===== src/rtl/rqbd_pkg.sv =====
`timescale 1ns / 1ps
// ----------------------------------------------------------------------------
// rqbd_pkg
// Shared constants, tables and arithmetic helpers for the RGB quantizer
// with 4x4 ordered dither.
// ----------------------------------------------------------------------------
package rqbd_pkg;

  localparam int unsigned LEV5 = 31;
  localparam int unsigned LEV6 = 63;

  // apb register indexes
  typedef enum logic {
    REG_FORMAT = 1'b0,
    REG_DITHER = 1'b1
  } reg_idx_e;

  typedef logic [3:0]        bayer_row_t [4];
  typedef bayer_row_t        bayer_tab_t [4];
  typedef logic signed [3:0] dith_ofs_t  [16];
  typedef logic [7:0]        exp5_tab_t  [32];
  typedef logic [7:0]        exp6_tab_t  [64];

  localparam bayer_tab_t BAYER = '{
    '{4'd0,  4'd8,  4'd2,  4'd10},
    '{4'd12, 4'd4,  4'd14, 4'd6},
    '{4'd3,  4'd11, 4'd1,  4'd9},
    '{4'd15, 4'd7,  4'd13, 4'd5}
  };

  // floor(255*(2B-15)/(32*31)) per bayer level
  localparam dith_ofs_t DITH5_OFS = '{
    -4'sd4, -4'sd4, -4'sd3, -4'sd3, -4'sd2, -4'sd2, -4'sd1, -4'sd1,
    4'sd0,  4'sd0,  4'sd1,  4'sd1,  4'sd2,  4'sd2,  4'sd3,  4'sd3
  };

  // floor(255*(2B-15)/(32*63)) per bayer level
  localparam dith_ofs_t DITH6_OFS = '{
    -4'sd2, -4'sd2, -4'sd2, -4'sd2, -4'sd1, -4'sd1, -4'sd1, -4'sd1,
    4'sd0,  4'sd0,  4'sd0,  4'sd0,  4'sd1,  4'sd1,  4'sd1,  4'sd1
  };

  function automatic exp5_tab_t build_exp5();
    exp5_tab_t t;
    for (int i = 0; i < 32; i++) begin
      t[i] = 8'((i * 255) / LEV5);
    end
    return t;
  endfunction

  function automatic exp6_tab_t build_exp6();
    exp6_tab_t t;
    for (int i = 0; i < 64; i++) begin
      t[i] = 8'((i * 255) / LEV6);
    end
    return t;
  endfunction

  localparam exp5_tab_t EXP5 = build_exp5();
  localparam exp6_tab_t EXP6 = build_exp6();

  // add a signed offset and clamp to 0..255
  function automatic logic [7:0] dither_add(logic [7:0] v, logic signed [3:0] o);
    logic signed [9:0] s;
    s = $signed({2'b00, v}) + 10'(o);
    if (s < 0) begin
      return 8'd0;
    end else if (s > 10'sd255) begin
      return 8'd255;
    end else begin
      return s[7:0];
    end
  endfunction

  // floor(x/255) for x below 16320
  function automatic logic [5:0] div255(logic [13:0] x);
    logic [13:0] s;
    s = x + 14'd1 + {8'd0, x[13:8]};
    return s[13:8];
  endfunction

endpackage


===== src/rtl/rgb_quantize_bayer_dither.sv =====
`timescale 1ns / 1ps
// ----------------------------------------------------------------------------
// rgb_quantize_bayer_dither
// RGB888 to RGB555/RGB565 quantizer with optional 4x4 ordered dither,
// giving the packed word and the channels expanded back to 8 bits.
// ----------------------------------------------------------------------------
//  channel   dir  contents
//  s_axis    in   tdata[27:0]: red, green, blue, column phase, row phase
//  m_axis    out  tdata[39:0]: packed color, red, green, blue
//  apb       in   reg 0 format select @0x0, reg 1 dither enable @0x4
//
//  one beat per clock sustained while m_axis is ready; each beat passes
//  through the dither, quantize and expand/pack register stages
//  reset clears the stage valid bits and loads format 565, dither off
//  a stall on m_axis holds the output register; upstream stages keep
//  filling until every stage is full
// ----------------------------------------------------------------------------
module rgb_quantize_bayer_dither (
  input  logic        clk_i,
  input  logic        rst_ni,
  input  logic        s_axis_tvalid,
  output logic        s_axis_tready,
  // [7:0] red_in, [15:8] green_in, [23:16] blue_in, [25:24] column_phase,
  // [27:26] row_phase, [31:28] zero
  input  logic [31:0] s_axis_tdata,
  output logic        m_axis_tvalid,
  input  logic        m_axis_tready,
  // [15:0] packed_color, [23:16] red_out, [31:24] green_out, [39:32] blue_out
  output logic [39:0] m_axis_tdata,
  input  logic        psel,
  input  logic        penable,
  input  logic        pwrite,
  input  logic [2:0]  paddr,
  input  logic [31:0] pwdata,
  output logic [31:0] prdata,
  output logic        pready
);
  import rqbd_pkg::*;

  logic fmt_q, dith_q;
  logic cfg_wr;
  reg_idx_e cfg_idx;

  logic en1, en2, en3;
  logic v1_q, v2_q, v3_q;

  logic [7:0] r1_d, g1_d, b1_d, r1_q, g1_q, b1_q;
  logic [3:0] bay;
  logic signed [3:0] ofs5, ofsg;

  logic [13:0] xr, xg, xb;
  logic [4:0] qr2_q, qb2_q;
  logic [5:0] qg2_q, qg_d;
  logic [5:0] qr_full, qb_full;

  logic [15:0] pack_d;
  logic [7:0]  rout_d, gout_d, bout_d;
  logic [39:0] out_q;

  // configuration port
  assign pready  = 1'b1;
  assign cfg_idx = reg_idx_e'(paddr[2]);
  assign cfg_wr  = psel & penable & pwrite & pready;

  always_ff @(posedge clk_i or negedge rst_ni) begin
    if (!rst_ni) begin
      fmt_q  <= 1'b1;
      dith_q <= 1'b0;
    end else if (cfg_wr) begin
      case (cfg_idx)
        REG_FORMAT: fmt_q  <= pwdata[0];
        REG_DITHER: dith_q <= pwdata[0];
        default: ;
      endcase
    end
  end

  always_comb begin
    case (cfg_idx)
      REG_FORMAT: prdata = {31'd0, fmt_q};
      REG_DITHER: prdata = {31'd0, dith_q};
      default:    prdata = 32'd0;
    endcase
  end

  // pipeline flow control
  assign en3 = !v3_q || m_axis_tready;
  assign en2 = !v2_q || en3;
  assign en1 = !v1_q || en2;
  assign s_axis_tready = en1;
  assign m_axis_tvalid = v3_q;
  assign m_axis_tdata  = out_q;

  always_ff @(posedge clk_i or negedge rst_ni) begin
    if (!rst_ni) begin
      v1_q <= 1'b0;
      v2_q <= 1'b0;
      v3_q <= 1'b0;
    end else begin
      if (en1) v1_q <= s_axis_tvalid;
      if (en2) v2_q <= v1_q;
      if (en3) v3_q <= v2_q;
    end
  end

  // stage 1: dither offset and clamp when dither is enabled
  always_comb begin
    bay  = BAYER[s_axis_tdata[27:26]][s_axis_tdata[25:24]];
    ofs5 = DITH5_OFS[bay];
    ofsg = fmt_q ? DITH6_OFS[bay] : DITH5_OFS[bay];
    if (dith_q) begin
      r1_d = dither_add(s_axis_tdata[7:0], ofs5);
      g1_d = dither_add(s_axis_tdata[15:8], ofsg);
      b1_d = dither_add(s_axis_tdata[23:16], ofs5);
    end else begin
      r1_d = s_axis_tdata[7:0];
      g1_d = s_axis_tdata[15:8];
      b1_d = s_axis_tdata[23:16];
    end
  end

  always_ff @(posedge clk_i) begin
    if (en1) begin
      r1_q <= r1_d;
      g1_q <= g1_d;
      b1_q <= b1_d;
    end
  end

  // stage 2: quantize, v*L/255 with L as shift minus value
  always_comb begin
    xr = {1'b0, r1_q, 5'd0} - {6'd0, r1_q};
    xb = {1'b0, b1_q, 5'd0} - {6'd0, b1_q};
    xg = fmt_q ? ({g1_q, 6'd0} - {6'd0, g1_q})
               : ({1'b0, g1_q, 5'd0} - {6'd0, g1_q});
    qr_full = div255(xr);
    qb_full = div255(xb);
    qg_d    = div255(xg);
  end

  always_ff @(posedge clk_i) begin
    if (en2) begin
      qr2_q <= qr_full[4:0];
      qg2_q <= qg_d;
      qb2_q <= qb_full[4:0];
    end
  end

  // stage 3: expand and pack
  always_comb begin
    rout_d = EXP5[qr2_q];
    bout_d = EXP5[qb2_q];
    if (fmt_q) begin
      gout_d = EXP6[qg2_q];
      pack_d = {qr2_q, qg2_q, qb2_q};
    end else begin
      gout_d = EXP5[qg2_q[4:0]];
      pack_d = {1'b0, qr2_q, qg2_q[4:0], qb2_q};
    end
  end

  always_ff @(posedge clk_i) begin
    if (en3) begin
      out_q <= {bout_d, gout_d, rout_d, pack_d};
    end
  end

`ifndef ASSERT_OFF
  a_555_msb_zero: assert property (@(posedge clk_i) disable iff (!rst_ni)
    (m_axis_tvalid && !fmt_q) |-> !m_axis_tdata[15])
    else $error("rgb555 word has bit 15 set");

  a_red_consistent: assert property (@(posedge clk_i) disable iff (!rst_ni)
    m_axis_tvalid |-> (fmt_q ? (m_axis_tdata[15:11] == m_axis_tdata[23:19])
                             : (m_axis_tdata[14:10] == m_axis_tdata[23:19])))
    else $error("expanded red does not match packed red code");

  a_green_consistent: assert property (@(posedge clk_i) disable iff (!rst_ni)
    m_axis_tvalid |-> (fmt_q ? (m_axis_tdata[10:5] == m_axis_tdata[31:26])
                             : (m_axis_tdata[9:5] == m_axis_tdata[31:27])))
    else $error("expanded green does not match packed green code");

  a_accept_fills: assert property (@(posedge clk_i) disable iff (!rst_ni)
    (s_axis_tvalid && s_axis_tready) |=> v1_q)
    else $error("accepted beat did not enter the first stage");
`endif

endmodule

===== config.mk =====
export PLATFORM = sky130hd
export DESIGN_NAME = rgb_quantize_bayer_dither
export DESIGN_NICKNAME = d
export VERILOG_FILES = /design/src/rtl/rqbd_pkg.sv /design/src/rtl/rgb_quantize_bayer_dither.sv
export SDC_FILE = /design/constraint.sdc
export NUM_CORES = 1
export LEC_CHECK = 0
export BUFFER_PORTS_ARGS = -buffer_cell sky130_fd_sc_hd__buf_2
export CAP_MARGIN = 10
export CORE_UTILIZATION = 49
export CTS_BUF_LIST = sky130_fd_sc_hd__clkbuf_4 sky130_fd_sc_hd__clkbuf_8
export DETAILED_ROUTE_END_ITERATION = 8
export HOLD_SLACK_MARGIN = 0.02
export PLACE_DENSITY = 0.73
export SYNTH_ARGS = -nofsm -noshare
export SYNTH_HDL_FRONTEND = slang
export SYNTH_SLANG_ARGS = --single-unit

===== constraint.sdc =====
create_clock -name clk_i -period 5.08 [get_ports clk_i]
set_clock_uncertainty 0.1 [all_clocks]
set_input_delay 1.016 -clock clk_i [delete_from_list [all_inputs] [get_ports clk_i]]
set_output_delay 1.016 -clock clk_i [all_outputs]
set_load 0.02 [all_outputs]

==> flow_summary.toml <==
[logic_synthesis]
synthArstFlopShare_pct = 6.250
synth-main-ff-cell = "sky130_fd_sc_hd__edfxtp_1"
synth_enable_flop_cells = 75
ys_seq_elements = 80
synth-seq-area-share_pct = 35.12
yosysWarnings = 0
yosysUniqueCellTypes = 91
synthesis.area_mm2 = 0.006773
netlist_instances = 706
synthesis.area_per_instance_um2 = 9.593

[global_route]
grt.total_usage_pct = 20.03
grt-ovfl-total = 0
grt_max_degree = 36
grt_first_pass_wirelength_um = 23560
grt_antenna_before_repair = 0
vias_in_the_first_global_route = 5119

[pwr]
power.total_mw = 3.693
power_switching_share_pct = 42.36
worst_vdd_drop_v = 0.0001759
internal_power_mw = 2.129
seq_power_share_pct = 34.2
share_of_total_power_in_combinational_logic_pct = 51.0
power-per-cell-area_mw_per_mm2 = 500.3
total_leakage_power_nw = 3.108
power_frac_clock_pct = 14.8
power.switching_mw = 1.564

[setup_path]
source_of_the_worst_register_to_register_timing_path = "fmt_q"
end_kind = "flip-flop"
timing_worst_setup_path_type = "reg2reg"
r2r_cells = 14
cp_cell_sequence = "mux2_2, ha_1, a21oi_2, nand2_1, a2111oi_2, xnor2_1, ha_1, o21a_1, nor3_1, o31a_1, inv_1, and4_4, nand4_1, xnor2_1"
worstSetupStartpoint = "fmt_q"
worst_r2r_endpoint = "qg2_q[5]"
crit_slowest_cell = "sky130_fd_sc_hd__dfstp_2"
crit_path_end = "qg2_q[5]"
worstPathMaxFanout = 6
worst-r2r-setup-slack_ns = 1.16
setup.worst_path.start_class = "flip-flop"
worst-endpoint-required_ns = 5.09
worst_path_largest_cell_delay_ns = 0.58
critPathArrivalTime_ns = 3.93

[drt]
total_number_of_vias = 5507
initialDrtViolationCount = 360
drc_errors = 0
finalWirelength_um = 13940
first_pass_iters = 5
vias_per_cell = 5.785
final_routed_wire_length_divided_by_cell_count_um = 14.65
ant_nets = 0

[sta]
setup_total_negative_slack_ns = 0
fin_worst_hold_slack_ns = 0.3727
worst_slew_pin_slew_ns = 0.7708
grt_setup_unrepaired = "false"
layout_worst_path_cycle_share_pct = 77.15
max_slew_margin_pct = 48.46
timing.final.crit_period_ns = 3.919
drv_slew = 0
finalSetupViolCount = 0
final-hold-violation-count = 0
maxClockFrequency_mhz = 255.2

[clock_tree]
cts_max_path_buffers = 2
post_cts_resize_count = 0
clkLatencyLatePin_ns = 0.36
htreeDepth = 3
cts_tree = "done"
cts_hold_repair.buffers = 0
clkTransAtPathRegs_ns = 0.08
cts_root_cell = "sky130_fd_sc_hd__clkbuf_8"
cts_made_buffers = 9
cts_setup_buffers = 0
clkSinkCount = 80

[floorplanning]
initial_utilization_pct = 50.74
io_pins = 149
fp-row-count = 42
dieHeight_um = 119.6
die_width_um = 119.6
placeableCoreArea_mm2 = 0.01335
die-area_mm2 = 0.01430

[final_layout]
number_of_standard_cells_in_the_layout_taps_in_and_fillers_out = 952
finish.net_count = 893
antenna_cell_count = 0
final_layout_size_suffix_gt1_share_pct = 19.46
area.growth.synth_to_final_pct = 8.997

[placed_design]
placed_cells = 936
detailed_place_hpwl_um = 10740
gp_congestion = 0.9311
numPortBuffers = 79

[job]
timing.max_cap.violations = 0

[status]
status = "complete, no violations"

[hold_path]
min-delay-path-class = "in2async"
==> registers in the layout, indices dropped and copies added (netlist names) <==
signal and count:
qr2_q 5, fmt_q 1, v2_q 1, g1_q 8, dith_q 1, r1_q 8, m_axis_tdata 35, qb2_q 5
v1_q 1, b1_q 8, m_axis_tvalid 1, qg2_q 6
==> how the worst min path moves through the flow <==
stage                   from              end  slack (ns)  cells past startpoint
floorplan           qg2_q[1]  m_axis_tdata[6]        0.32                      0
global placement    qb2_q[0]  m_axis_tdata[0]        0.34                      0
detailed placement  qb2_q[0]  m_axis_tdata[0]        0.35                      0
global route          rst_ni             v2_q        0.38                      1
finish                rst_ni    m_axis_tvalid        0.37                      1
CTS                   rst_ni             v1_q        0.37                      1
==> cell usage after synthesis (all sizes together) (13+ instances only) <==
master / instances / share of area [%]
a21o: 14 / 1.6
xnor2: 36 / 4.9
nand2: 63 / 3.5
nor3: 24 / 2.0
nor2: 52 / 2.9
ha: 45 / 8.3
o21ai: 31 / 2.5
inv: 41 / 2.3
a21oi: 41 / 3.3
buf: 50 / 5.2
xor2: 13 / 1.8
nand3: 16 / 1.3
edfxtp: 75 / 33
==> layout make-up <==
cell class	instances	area, um^2
Fill cell	1206	5966
Clock buffer	12	158.9
Timing Repair Buffer	84	432.9
Clock inverter	4	76.32
Inverter	41	153.9
Multi-Input combinational cell	555	3961
Tap cell	176	220.2
Sequential cell	80	2379
==> cell usage in the layout (no fill, tap or decap), types with 6 or more instances in the layout <==
cell type	n
sky130_fd_sc_hd__ha_1	45
sky130_fd_sc_hd__nor2b_1	6
sky130_fd_sc_hd__nor4_1	6
sky130_fd_sc_hd__a211oi_1	8
sky130_fd_sc_hd__o21a_1	7
sky130_fd_sc_hd__nand3_1	15
sky130_fd_sc_hd__edfxtp_1	75
sky130_fd_sc_hd__o21ai_0	26
sky130_fd_sc_hd__a21o_1	14
sky130_fd_sc_hd__o31ai_1	7
sky130_fd_sc_hd__nand2b_1	7
sky130_fd_sc_hd__nand4_1	9
sky130_fd_sc_hd__nor2_1	52
sky130_fd_sc_hd__mux2i_1	7
sky130_fd_sc_hd__inv_1	39
sky130_fd_sc_hd__xor2_1	12
sky130_fd_sc_hd__and3_1	7
sky130_fd_sc_hd__xnor2_1	34
sky130_fd_sc_hd__clkbuf_8	11
sky130_fd_sc_hd__a221o_1	6
sky130_fd_sc_hd__nor3_1	21
sky130_fd_sc_hd__a21oi_1	37
sky130_fd_sc_hd__conb_1	32
sky130_fd_sc_hd__mux2_2	6
sky130_fd_sc_hd__o2bb2ai_1	8
sky130_fd_sc_hd__or3_1	6
sky130_fd_sc_hd__a31oi_1	6
sky130_fd_sc_hd__nand2_1	62
sky130_fd_sc_hd__buf_2	79
==> power groups by stage <==
stage               Sequential (mW)  Combinational (mW)  Clock [mW]
floorplan                      1.33                1.41           0
finish                         1.26                1.88       0.545
CTS                            1.26                1.88       0.547
global placement               1.26                1.78           0
global route                   1.30                2.09       0.578
detailed placement             1.28                1.86           0
==> metal layers <==
layer | GRT usage [%] | vias up | wire [um] | part of all wire (%)
met3 | 2.662 | 20 | 742 | 5.3
met4 | 6.641 | 0 | 225 | 1.6
li1 | - | 2710 | - | -
met2 | 34.25 | 192 | 6790 | 49
met5 | 0 | - | 0 | 0
met1 | 26.12 | 2585 | 6184 | 44
==> per-stage QoR <==
step                      instance area [um^2]  setup slack, ns  utilization (%)
after global routing                      7382           0.8933            55.31
after floorplan                           6885           0.8654                -
after detailed placement                  7147           0.9910            53.54
after CTS                                 7382            1.164            55.31
final                                     7382            1.161            55.31
after global placement                    7147            1.042            53.54
==> worst max-delay path, delay by kind of cell, from the launching register on <==
family	cells	cell delay, ns
buffers and inverters	1	0.07
AO/OA/AOI/OAI	4	0.94
adder cells (fa/ha/maj)	2	0.72
multiplexers	1	0.35
XOR/XNOR	2	0.37
flip-flops	1	0.58
AND/OR/NAND/NOR	4	0.53
==> logic make-up after synthesis <==
kind of cell	share of synthesized area [%]
other cells	0.1109
fa+ha+maj	9.200
simple gates	17.00
mux	2.032
flops	35.12
buf+inv	8.055
xor+xnor	6.669
compound gates	21.82
No activity file was read; power rests on OpenSTA's default activity.
